$ cat src/uart_register_block_with_rx_queue_unit_defines.svh
// assertion macros used by the rtl file
`ifndef UART_REGISTER_BLOCK_WITH_RX_QUEUE_UNIT_DEFINES_SVH
`define UART_REGISTER_BLOCK_WITH_RX_QUEUE_UNIT_DEFINES_SVH

`ifndef SYNTHESIS
// same-cycle implication, checked outside reset
`define UARTRQ_ASSERT_NOW(label, clk, rstn, ante, cons, msg) \
    label: assert property (@(posedge clk) disable iff (!rstn) (ante) |-> (cons)) \
        else $error(msg);
// next-cycle implication, checked outside reset
`define UARTRQ_ASSERT_NEXT(label, clk, rstn, ante, cons, msg) \
    label: assert property (@(posedge clk) disable iff (!rstn) (ante) |=> (cons)) \
        else $error(msg);
`else
`define UARTRQ_ASSERT_NOW(label, clk, rstn, ante, cons, msg)
`define UARTRQ_ASSERT_NEXT(label, clk, rstn, ante, cons, msg)
`endif

`endif

$ cat src/uartrq_pkg.sv
`default_nettype none

package uartrq_pkg;

    // receive queue geometry
    localparam int RX_QUEUE_DEPTH = 16;
    localparam int RX_PTR_W       = $clog2(RX_QUEUE_DEPTH);
    localparam int RX_CNT_W       = $clog2(RX_QUEUE_DEPTH + 1);
    localparam int RX_SUM_W       = RX_PTR_W + 1;

    localparam logic [RX_CNT_W-1:0] RX_CNT_FULL = RX_CNT_W'(RX_QUEUE_DEPTH);
    localparam logic [RX_SUM_W-1:0] RX_SUM_WRAP = RX_SUM_W'(RX_QUEUE_DEPTH);

    // stream payload widths
    localparam int S_TDATA_W = 48;
    localparam int S_TUSER_W = 2;
    localparam int M_TDATA_W = 48;
    localparam int M_TUSER_W = 2;

    typedef enum logic [1:0] {
        REQ_READ  = 2'd0,
        REQ_WRITE = 2'd1,
        REQ_RX    = 2'd2,
        REQ_BAD   = 2'd3
    } req_type_t;

    // register map
    localparam logic [7:0] ADDR_DATA    = 8'h00;
    localparam logic [7:0] ADDR_STATUS  = 8'h04;
    localparam logic [7:0] ADDR_CONTROL = 8'h08;
    localparam logic [7:0] ADDR_SCALER  = 8'h0C;

    // status values
    localparam logic [2:0] ST_TX_IDLE    = 3'h6;
    localparam logic [2:0] ST_DATA_HELD  = 3'h1;
    localparam int         ST_DATA_READY = 0;

    // control bit positions
    localparam int CT_RX_ENABLE = 0;
    localparam int CT_TX_ENABLE = 1;
    localparam int CT_RX_IRQ    = 2;
    localparam int CT_TX_IRQ    = 3;

    localparam logic [31:0] CONTROL_RESET = 32'h7;

    localparam logic RESP_OK  = 1'b0;
    localparam logic RESP_ERR = 1'b1;

endpackage

`default_nettype wire

$ cat src/uart_register_block_with_rx_queue_unit.sv
// channel   direction  payload
// --------  ---------  ----------------------------------------------------------
// s_axis    in         tuser req_type, tdata reg_addr/write_value/rx_char, tlast batch end
// m_axis    out        tdata read_value/tx_char/irq_pulse/rx_dropped, tuser resp_code/tx_valid
//
// a transaction waits in the input register until the output register is free; then the
// register update and its result land in the output register together and m_tvalid rises
// a new transaction is accepted every cycle while m_tready is high; the state update for
// one transaction is complete before the next leaves the input register, so back-to-back
// items are exact
// m_tready low holds the output register and backs up into the input register
// aresetn is synchronous and active low; the receive queue store has no reset
`default_nettype none
`include "uart_register_block_with_rx_queue_unit_defines.svh"

module uart_register_block_with_rx_queue_unit (
    input  wire logic                            aclk,
    input  wire logic                            aresetn,
    // s_tdata: [7:0] reg_addr, [39:8] write_value, [47:40] rx_char
    input  wire logic [uartrq_pkg::S_TDATA_W-1:0] s_tdata,
    // s_tuser: [1:0] req_type
    input  wire logic [uartrq_pkg::S_TUSER_W-1:0] s_tuser,
    input  wire logic                            s_tlast,
    input  wire logic                            s_tvalid,
    output logic                                 s_tready,
    // m_tdata: [31:0] read_value, [39:32] tx_char, [40] irq_pulse, [41] rx_dropped,
    // [47:42] zero
    output logic [uartrq_pkg::M_TDATA_W-1:0]      m_tdata,
    // m_tuser: [0] resp_code, [1] tx_valid
    output logic [uartrq_pkg::M_TUSER_W-1:0]      m_tuser,
    output logic                                 m_tvalid,
    input  wire logic                            m_tready
);

    import uartrq_pkg::*;

    // input register
    logic        in_valid_reg;
    req_type_t   in_type_reg;
    logic [7:0]  in_addr_reg;
    logic [31:0] in_wval_reg;
    logic [7:0]  in_rxc_reg;
    logic        in_last_reg;

    // output register
    logic        out_valid_reg;
    logic [31:0] rd_reg;
    logic        resp_reg;
    logic        txv_reg;
    logic [7:0]  txc_reg;
    logic        irq_reg;
    logic        drop_reg;

    // register file
    logic [7:0]  holding_reg,  holding_next;
    logic [2:0]  status_reg,   status_next;
    logic [31:0] control_reg,  control_next;
    logic [31:0] scaler_reg,   scaler_next;
    logic [RX_CNT_W-1:0] rx_count_reg, rx_count_next;
    logic [RX_PTR_W-1:0] rx_head_reg,  rx_head_next;
    logic [7:0]  rx_queue_mem [RX_QUEUE_DEPTH];

    // per-transaction results
    logic        advance;
    logic [31:0] rd_c;
    logic        resp_c;
    logic        txv_c;
    logic [7:0]  txc_c;
    logic        irq_c;
    logic        drop_c;
    logic        push_c;

    // queue pointer arithmetic
    logic [RX_SUM_W-1:0] head_plus;
    logic [RX_PTR_W-1:0] head_inc;
    logic [RX_SUM_W-1:0] tail_sum;
    logic [RX_PTR_W-1:0] tail_idx;
    logic [7:0]          head_byte_reg;
    logic                queue_full;
    logic                queue_empty;

    // stage handshake: the input register moves whenever the output register is free
    assign advance  = in_valid_reg && (!out_valid_reg || m_tready);
    assign s_tready = !in_valid_reg || advance;

    assign head_plus = RX_SUM_W'(rx_head_reg) + RX_SUM_W'(1);
    assign head_inc  = (head_plus >= RX_SUM_WRAP) ? '0 : head_plus[RX_PTR_W-1:0];
    assign tail_sum  = RX_SUM_W'(rx_head_reg) + RX_SUM_W'(rx_count_reg);
    assign tail_idx  = (tail_sum >= RX_SUM_WRAP) ? RX_PTR_W'(tail_sum - RX_SUM_WRAP)
                                                 : tail_sum[RX_PTR_W-1:0];
    assign queue_full  = (rx_count_reg >= RX_CNT_FULL);
    assign queue_empty = (rx_count_reg == '0);

    always_comb begin
        holding_next  = holding_reg;
        status_next   = status_reg;
        control_next  = control_reg;
        scaler_next   = scaler_reg;
        rx_count_next = rx_count_reg;
        rx_head_next  = rx_head_reg;
        rd_c          = '0;
        resp_c        = RESP_OK;
        txv_c         = 1'b0;
        txc_c         = '0;
        irq_c         = 1'b0;
        drop_c        = 1'b0;
        push_c        = 1'b0;

        unique case (in_type_reg)
            REQ_READ: begin
                unique case (in_addr_reg)
                    ADDR_DATA: begin
                        rd_c = {24'h0, holding_reg};
                        if (!queue_empty) begin
                            // next queued byte moves up into the data register
                            holding_next  = head_byte_reg;
                            rx_head_next  = head_inc;
                            rx_count_next = rx_count_reg - RX_CNT_W'(1);
                            irq_c         = control_reg[CT_RX_IRQ];
                        end else begin
                            status_next                = status_reg | ST_TX_IDLE;
                            status_next[ST_DATA_READY] = 1'b0;
                            holding_next               = '0;
                        end
                    end
                    ADDR_STATUS:  rd_c = {29'h0, status_reg};
                    ADDR_CONTROL: rd_c = control_reg;
                    ADDR_SCALER:  rd_c = scaler_reg;
                    default:      resp_c = RESP_ERR;
                endcase
            end
            REQ_WRITE: begin
                unique case (in_addr_reg)
                    ADDR_DATA: begin
                        if (control_reg[CT_TX_ENABLE]) begin
                            // byte goes straight out, transmitter back to idle
                            txv_c        = 1'b1;
                            txc_c        = in_wval_reg[7:0];
                            status_next  = ST_TX_IDLE;
                            holding_next = '0;
                            irq_c        = control_reg[CT_TX_IRQ];
                        end else begin
                            holding_next = in_wval_reg[7:0];
                            status_next  = ST_DATA_HELD;
                        end
                    end
                    ADDR_STATUS:  ;
                    ADDR_CONTROL: control_next = in_wval_reg;
                    ADDR_SCALER:  scaler_next  = in_wval_reg;
                    default:      resp_c = RESP_ERR;
                endcase
            end
            REQ_RX: begin
                if (control_reg[CT_RX_ENABLE]) begin
                    push_c = !queue_full;
                    drop_c = queue_full;
                    if (in_last_reg) begin
                        // on an empty queue the byte just pushed is the head
                        holding_next  = queue_empty ? in_rxc_reg : head_byte_reg;
                        rx_head_next  = head_inc;
                        rx_count_next = queue_full ? (rx_count_reg - RX_CNT_W'(1))
                                                   : rx_count_reg;
                        status_next   = ST_DATA_HELD;
                        irq_c         = control_reg[CT_RX_IRQ];
                    end else if (push_c) begin
                        rx_count_next = rx_count_reg + RX_CNT_W'(1);
                    end
                end
            end
            REQ_BAD: resp_c = RESP_ERR;
        endcase
    end

    always_ff @(posedge aclk) begin
        if (!aresetn) begin
            in_valid_reg  <= 1'b0;
            out_valid_reg <= 1'b0;
            holding_reg   <= '0;
            status_reg    <= ST_TX_IDLE;
            control_reg   <= CONTROL_RESET;
            scaler_reg    <= '0;
            rx_count_reg  <= '0;
            rx_head_reg   <= '0;
        end else begin
            if (s_tready) begin
                in_valid_reg <= s_tvalid;
            end
            if (advance) begin
                out_valid_reg <= 1'b1;
                holding_reg   <= holding_next;
                status_reg    <= status_next;
                control_reg   <= control_next;
                scaler_reg    <= scaler_next;
                rx_count_reg  <= rx_count_next;
                rx_head_reg   <= rx_head_next;
            end else if (m_tready) begin
                out_valid_reg <= 1'b0;
            end
        end
    end

    // payload registers
    always_ff @(posedge aclk) begin
        if (s_tready && s_tvalid) begin
            in_type_reg <= req_type_t'(s_tuser[1:0]);
            in_addr_reg <= s_tdata[7:0];
            in_wval_reg <= s_tdata[39:8];
            in_rxc_reg  <= s_tdata[47:40];
            in_last_reg <= s_tlast;
        end
        if (advance) begin
            rd_reg   <= rd_c;
            resp_reg <= resp_c;
            txv_reg  <= txv_c;
            txc_reg  <= txc_c;
            irq_reg  <= irq_c;
            drop_reg <= drop_c;
        end
    end

    // receive queue store; the byte at the new head is read into a register,
    // taken straight from the input when it is the byte written this cycle
    always_ff @(posedge aclk) begin
        if (advance) begin
            if (push_c) begin
                rx_queue_mem[tail_idx] <= in_rxc_reg;
            end
            if (push_c && (tail_idx == rx_head_next)) begin
                head_byte_reg <= in_rxc_reg;
            end else begin
                head_byte_reg <= rx_queue_mem[rx_head_next];
            end
        end
    end

    assign m_tvalid = out_valid_reg;
    assign m_tdata  = {6'h0, drop_reg, irq_reg, txc_reg, rd_reg};
    assign m_tuser  = {txv_reg, resp_reg};

    `UARTRQ_ASSERT_NOW(a_count_bound, aclk, aresetn, 1'b1, rx_count_reg <= RX_CNT_FULL,
        "rx count beyond queue depth")
    `UARTRQ_ASSERT_NEXT(a_tx_idle, aclk, aresetn, advance && txv_c,
        (status_reg == ST_TX_IDLE) && (holding_reg == '0), "transmit did not return to idle")
    `UARTRQ_ASSERT_NOW(a_irq_enabled, aclk, aresetn, advance && irq_c,
        control_reg[CT_RX_IRQ] || control_reg[CT_TX_IRQ], "interrupt raised while disabled")
    `UARTRQ_ASSERT_NOW(a_result_excl, aclk, aresetn, out_valid_reg && txv_reg,
        (resp_reg == RESP_OK) && (rd_reg == '0) && !drop_reg,
        "transmit result carries read or error data")
    `UARTRQ_ASSERT_NOW(a_stall_held, aclk, aresetn, !s_tready,
        in_valid_reg && out_valid_reg && !m_tready, "input stalled without a full pipeline")

endmodule

`default_nettype wire
$ cat config.mk
export PLATFORM = sky130hd
export DESIGN_NAME = uart_register_block_with_rx_queue_unit
export DESIGN_NICKNAME = d
export VERILOG_FILES = /design/src/uartrq_pkg.sv /design/src/uart_register_block_with_rx_queue_unit.sv
export VERILOG_INCLUDE_DIRS = /design/src /design/src/src
export SDC_FILE = /design/constraint.sdc
export NUM_CORES = 1
export LEC_CHECK = 0
export ABC_CLOCK_PERIOD_IN_PS = 3300
export BUFFER_PORTS_ARGS = -buffer_cell sky130_fd_sc_hd__buf_2
export CAP_MARGIN = 0
export CORE_UTILIZATION = 25
export DETAILED_ROUTE_END_ITERATION = 7
export GPL_TIMING_DRIVEN = 1
export PLACE_DENSITY_LB_ADDON = 0.05
export SYNTH_ARGS = -nofsm -noshare
export SYNTH_HDL_FRONTEND = slang
export SYNTH_SLANG_ARGS = --single-unit
$ cat constraint.sdc
create_clock -name aclk -period 3.3 [get_ports aclk]
set_clock_uncertainty 0.15 [all_clocks]
set_input_delay 0.165 -clock aclk [delete_from_list [all_inputs] [get_ports aclk]]
set_output_delay 0.165 -clock aclk [all_outputs]
set_load 0.02 [all_outputs]
==> impl_metrics.json, run 1 <==
{
  "status": "completed",
  "hold_viol_final": 0,
  "seqPwrFrac_pct": 47.9,
  "core_area_sq_um": 50580,
  "period_share_pct": 97.93,
  "netlist_area_sq_um": 12940,
  "dieWidth_microns": 229.5,
  "holdWs_ns": 0.06252,
  "n_fill_cell": 5082,
  "maxSlewViolCount": 0,
  "leakagePower_nw": 5.910,
  "hp-class": "in2reg",
  "place_hpwl_microns": 25920,
  "path_clk_slew_ns": 0.06,
  "ant_nets": 0,
  "switchingPower_mw": 2.288,
  "synthToLayoutAreaGrowth_pct": 29.22,
  "synth_top_area_share_pct": 53.62,
  "p_per_area_nw_per_um2": 554.4,
  "crit_fanout": 20,
  "cts_made_buffers": 39,
  "final-seq-area_sq_um": 8638,
  "fp.dieH_microns": 229.5,
  "grt_max_degree": 86,
  "synthFlopType": "edfxtp_1",
  "clkLatencyLatePin_ns": 0.56,
  "regMostFlops": "rx_queue_mem",
  "cts_tree": "built",
  "wl_microns": 38350,
  "synth_common_cells": "231 x edfxtp_1, 189 x nand2_1, 85 x dfxtp_1",
  "gpl.final_weighted_congestion": 0.7705,
  "cts_htree_levels": 2,
  "p_int_mw": 6.979,
  "dieArea_sq_um": 52660,
  "fp-row-count": 82,
  "dr.first_iter.drc_count": 432,
  "gr-total-overflow": 0,
  "muxShareOfSynthArea_pct": 3.569,
  "cts_root_buf": "clkbuf_16",
  "vdd_ir_drop_max_v": 0.0003484,
  "cts.sinks": 316,
  "cap_violations": 0,
  "fmax_mhz": 309.4,
  "viasPerCell": 4.435,
  "synthArstFlopShare_pct": 0,
  "critPathArrivalTime_ns": 3.39,
  "synthXorXnorAreaFrac_pct": 0.7448,
  "final-setup-viol-count": 0,
  "required_ns": 3.46,
  "yosysSeqAreaShare_pct": 66.78,
  "fin_util_pct": 33.05,
  "combinationalPowerShare_pct": 8.6,
  "pin_count": 107,
  "vias": 8627,
  "max_slew_margin_pct": 39.96,
  "clk_path_buf_depth": 3,
  "synthAdderAreaFrac_pct": 1.219,
  "synth_area_leaders": "edfxtp_1 54%, dfxtp_1 13%, nand2_1 5.5%",
  "cp_slowest_stage_delay_ns": 0.55,
  "antenna_found_initial": 1,
  "fin_nets": 1307,
  "synth_edf_count": 231,
  "critical_path.cell_chain": "or4_4 -> nand4b_4 -> and3_4 -> a311o_2 -> buf_12 -> buf_4 -> a211oi_2 -> a311oi_1 -> nor3b_1 -> o31ai_1",
  "sw_frac_of_total_pct": 24.69,
  "port_buffers": 100,
  "synth_cells": 1010,
  "synth-simple-area-share_pct": 11.99,
  "wl_per_cell_microns": 19.72,
  "tightest_slew_ns": 0.9006,
  "critical_path_class": "reg2reg",
  "multi_input_area_sq_um": 4106,
  "start_util_pct": 25.58,
  "rsz0062_at_grt": "true",
  "yosys.area.top_type": "edfxtp_1",
  "syn_area_per_cell_sq_um": 12.81,
  "clockPowerShare_pct": 43.6,
  "synth_most_common_cell": "edfxtp_1",
  "period_needed_ns": 3.232,
  "start_kind": "register",
  "largest_reg_flops": 128,
  "grt_pass1_wl_microns": 58340,
  "drc": 0,
  "grt_pass1_vias": 9013,
  "synth_top_family_by_area": "compound AO/OA/AOI/OAI gates",
  "end_kind": "register",
  "cp_slowest_cell": "or4_4",
  "dpl_cell_area_sq_um": 14810,
  "drive_gt1_share_pct": 23.92,
  "yosys.cell_types.count": 62,
  "stdcell_area_sq_um": 16720,
  "synth-compound-area-share_pct": 12.82,
  "drtPass1Iterations": 5,
  "ys_ff_latch": 316,
  "grt_usage_pct": 14.80,
  "ys_warn_count": 0
}
## routing by layer
metal	vias to the layer above	track usage [%]	wire length, microns
met2	152	22.43	16890
met3	46	2.801	1652
met4	0	4.417	709
met5	-	0	0
met1	4232	21.24	19100
li1	4197	-	-
## power by group through the flow
stage,Combinational [mW],Sequential [mW],Clock (mW)
detailed placement,0.724,4.52,0
floorplan,0.385,4.53,0
global placement,0.725,4.52,0
finish,0.794,4.44,4.04
global route,0.869,4.45,4.32
CTS,0.780,4.44,4.19
## cell families after synthesis
logic type	count (synthesis)
buf+inv	76
flops	316
other cells	1
xor+xnor	11
simple gates	337
fa+ha+maj	12
mux	43
compound gates	214
## critical path: cells and delay by family, from the launching register on
family	cells	cell delay, ns
flops	1	0.36
compound gates	4	0.87
simple gates	4	1.22
buf+inv	2	0.36
## cell usage in the layout (no fill, tap or decap), types with 9 or more instances in the layout
master	n
edfxtp_1	231
mux2i_1	33
clkbuf_16	39
buf_4	89
o211a_1	11
a21boi_1	12
a211oi_1	9
buf_12	9
a311oi_1	13
clkinv_1	10
nor2_1	63
buf_2	99
a21oi_1	17
and2_1	12
dfxtp_1	85
and3_1	24
a21boi_0	54
dlygate4sd3_1	54
a22oi_1	47
nand2_1	189
clkinv_2	10
ha_1	9
## final cells by class
class	count	share of cell area, %
Timing Repair Buffer	251	11.27
Tap cell	672	5.030
Clock inverter	30	1.317
Antenna cell	2	0.02994
Clock buffer	42	5.906
Sequential cell	316	51.68
Multi-Input combinational cell	623	24.57
Inverter	9	0.2021
## path summary, 6_finish.rpt
path	end	cells after the start	start	slack, ns
min	status_reg[1]	2	aresetn	0.06
max	head_byte_reg[6]	10	in_addr_reg[1]	0.07
min reg2reg	control_reg[12]	2	control_reg[12]	0.30
max reg2reg	head_byte_reg[6]	10	in_addr_reg[1]	0.07
## timing repair
action / CTS / global route
endpoints found under the hold margin: 53 / 0
setup endpoints to repair: 4 / 8
buffers inserted: 1 / 0
resized for setup: 4 / 27
pin swaps: 2 / 6
hold buffers: 54 / 0
## metrics by stage
| stage | cells | setup TNS [ns] | power, mW | setup WS (ns) |
|---|---|---|---|---|
| detailed placement | 1816 | -0.1167 | 5.246 | -0.04370 |
| global route | 1943 | -0.3028 | 9.634 | -0.07886 |
| finish | 1945 | 0 | 9.267 | 0.06832 |
| global placement | 1816 | -0.09604 | 5.250 | -0.07013 |
| floorplan | 1015 | 0 | 4.912 | 0.2926 |
| CTS | 1943 | 0 | 9.408 | 0.008968 |
Power figures use the tool's default switching activity.
==> inputs of run 2 (changes only) <==
--- a/config.mk
+++ b/config.mk
@@ -9,7 +9,8 @@
 export ABC_CLOCK_PERIOD_IN_PS = 3300
 export BUFFER_PORTS_ARGS = -buffer_cell sky130_fd_sc_hd__buf_2
 export CAP_MARGIN = 0
-export CORE_UTILIZATION = 25
+export CORE_MARGIN = 5
+export CORE_UTILIZATION = 30
 export DETAILED_ROUTE_END_ITERATION = 7
 export GPL_TIMING_DRIVEN = 1
 export PLACE_DENSITY_LB_ADDON = 0.05
==> run 2 against run 1 <==
Total power down 1.3%. Via count down 0.63%. Sequential power about the same. First-iteration DRC count up 12%. Global-route usage up 0.33 points. Clock power down 2%. Utilization up 5.0 points. Sequential share of layout area up 1.3 points. Die area down 10%. Flip-flop and latch count unchanged. Final cell count down 5.8%.
==> impl_metrics.json, run 2 (synthesized netlist as in run 1, its figures left out) <==
{
  "switchingPower_mw": 2.120,
  "dpl_worst_slack_ns": -0.06168,
  "cap_violations": 0,
  "regMostFlops": "rx_queue_mem",
  "grt_max_degree": 86,
  "ant_nets": 0,
  "stdcell_area_sq_um": 16300,
  "status": "completed",
  "rr_endpoint": "head_byte_reg[0]",
  "core_area_sq_um": 42890,
  "power_mw": 9.148,
  "rr_worst_depth": 10,
  "min_to": "status_reg[1]",
  "grt_pass1_vias": 8555,
  "drive_gt1_share_pct": 20.77,
  "dieWidth_microns": 217.7,
  "worst_slack_ns": 0.1161,
  "tightest_slew_ns": 0.8624,
  "sw_frac_of_total_pct": 23.17,
  "cts_root_buf": "clkbuf_16",
  "hold_viol_final": 0,
  "drtPass1Iterations": 5,
  "r2r-start": "in_addr_reg[1]",
  "vdd_ir_drop_max_v": 0.0002594,
  "reg2reg_slack_ns": 0.12,
  "worstHoldStart": "aresetn",
  "largest_reg_flops": 128,
  "max_slew_margin_pct": 42.50,
  "cts_htree_levels": 2,
  "seqPwrFrac_pct": 48.7,
  "drc": 0,
  "multi_input_area_sq_um": 4001,
  "dr.first_iter.drc_count": 485,
  "p_int_mw": 7.028,
  "grt_pass1_wl_microns": 54390,
  "n_fill_cell": 4156,
  "rsz0062_at_grt": "false",
  "critPathArrivalTime_ns": 3.40,
  "place_hpwl_microns": 23240,
  "end_kind": "register",
  "dieArea_sq_um": 47370,
  "mostFrequentLayoutCell": "edfxtp_1",
  "final-seq-area_sq_um": 8638,
  "wl_per_cell_microns": 19.84,
  "fp-row-count": 76,
  "pin_count": 107,
  "gpl.final_weighted_congestion": 0.7227,
  "combinationalPowerShare_pct": 8.1,
  "hp-class": "in2reg",
  "clockPowerShare_pct": 43.3,
  "crit_fanout": 7,
  "period_needed_ns": 3.184,
  "cts_tree": "built",
  "viasPerCell": 4.680,
  "min_path_cells": 2,
  "fmax_mhz": 314.1,
  "leakagePower_nw": 5.786,
  "clk_path_buf_depth": 3,
  "clkLatencyLatePin_ns": 0.55,
  "maxSlewViolCount": 0,
  "dpl_cell_area_sq_um": 14530,
  "cts_made_buffers": 37,
  "critical_path_class": "reg2reg",
  "synthToLayoutAreaGrowth_pct": 26.01,
  "layout_common_cells": "231 x edfxtp_1, 189 x nand2_1, 99 x buf_2",
  "start_kind": "register",
  "vias": 8573,
  "required_ns": 3.52,
  "p_per_area_nw_per_um2": 561.2,
  "fin_util_pct": 38.01,
  "start_util_pct": 30.16,
  "antenna_found_initial": 2,
  "final-setup-viol-count": 0,
  "grt_usage_pct": 15.13,
  "cts.sinks": 316,
  "period_share_pct": 96.48,
  "port_buffers": 100,
  "gr-total-overflow": 0,
  "path_clk_slew_ns": 0.06,
  "fp.dieH_microns": 217.7,
  "fin_nets": 1288,
  "antenna_cells": 0,
  "wl_microns": 36350
}
## run 2: changes by cell type in the layout (fill, tap and decap cells not counted), sizes merged
cell / delta
buf: -18
clkinv: -13
clkbuf: +10
clkinvlp: -3
diode: -2
inv: -2
a311o: +1
bufinv: +1
## run 2: worst max-delay path, cell delays in order (launching register included)
cell	delay (ns)
edfxtp_1	0.36
or4_4	0.56
nand4b_4	0.21
and3_1	0.25
a311o_2	0.39
buf_12	0.17
buf_4	0.15
a311oi_1	0.30
buf_4	0.18
nor3b_1	0.05
o31ai_1	0.22
## run 2: worst max-delay path by stage
stage	startpoint	to	slack, ns	cells after the start
after floorplan	in_type_reg[0]	head_byte_reg[0]	0.29	12
after global placement	in_addr_reg[1]	head_byte_reg[3]	-0.03	9
after detailed placement	in_addr_reg[1]	head_byte_reg[3]	-0.06	9
after CTS	in_addr_reg[1]	head_byte_reg[7]	0.04	10
after global routing	in_addr_reg[0]	head_byte_reg[5]	0.002	10
final	in_addr_reg[1]	head_byte_reg[0]	0.12	10
## run 2: metal layers
metal  share of wire, %  up-vias  GRT usage [%]
met1                 49     4207          22.45
li1                   -     4137              -
met5                  0        -              0
met4                1.9        0          4.571
met3                4.7       44          2.888
met2                 44      185          22.49
## run 2: final cells by class
cell class | count | share of cell area [%]
inverters | 9 | 0.2072
clock buffers | 52 | 6.340
repair buffers | 233 | 10.65
well taps | 585 | 4.490
multi-input cells | 624 | 24.55
clock inverters | 13 | 0.7676
flip-flops and latches | 316 | 52.99
## run 2: per-stage QoR
stage / hold WS, ns / TNS [ns] / cells
CTS: 0.02235 / 0 / 1832
detailed placement: 0.1931 / -0.08355 / 1710
finish: 0.04866 / 0 / 1832
global placement: 0.1919 / -0.03191 / 1710
global route: 0.07388 / 0 / 1832
floorplan: 0.1139 / 0 / 1015
## run 2: timing repair
| action | CTS | global route |
|---|---|---|
| hold buffers | 54 | 0 |
| pin swaps | 1 | 1 |
| buffers inserted | 2 | 0 |
| hold endpoints to repair | 53 | 0 |
| resized for setup | 0 | 8 |
| cloned | 1 | 0 |
| setup endpoints to repair | 3 | 7 |
## run 2: power by group through the flow
stage                     Clock (mW)  Combinational (mW)  Sequential [mW]
after floorplan                    0               0.385             4.53
after global placement             0               0.678             4.54
after detailed placement           0               0.675             4.54
after CTS                       4.10               0.741             4.46
after global routing            4.26               0.806             4.46
final                           3.96               0.738             4.45
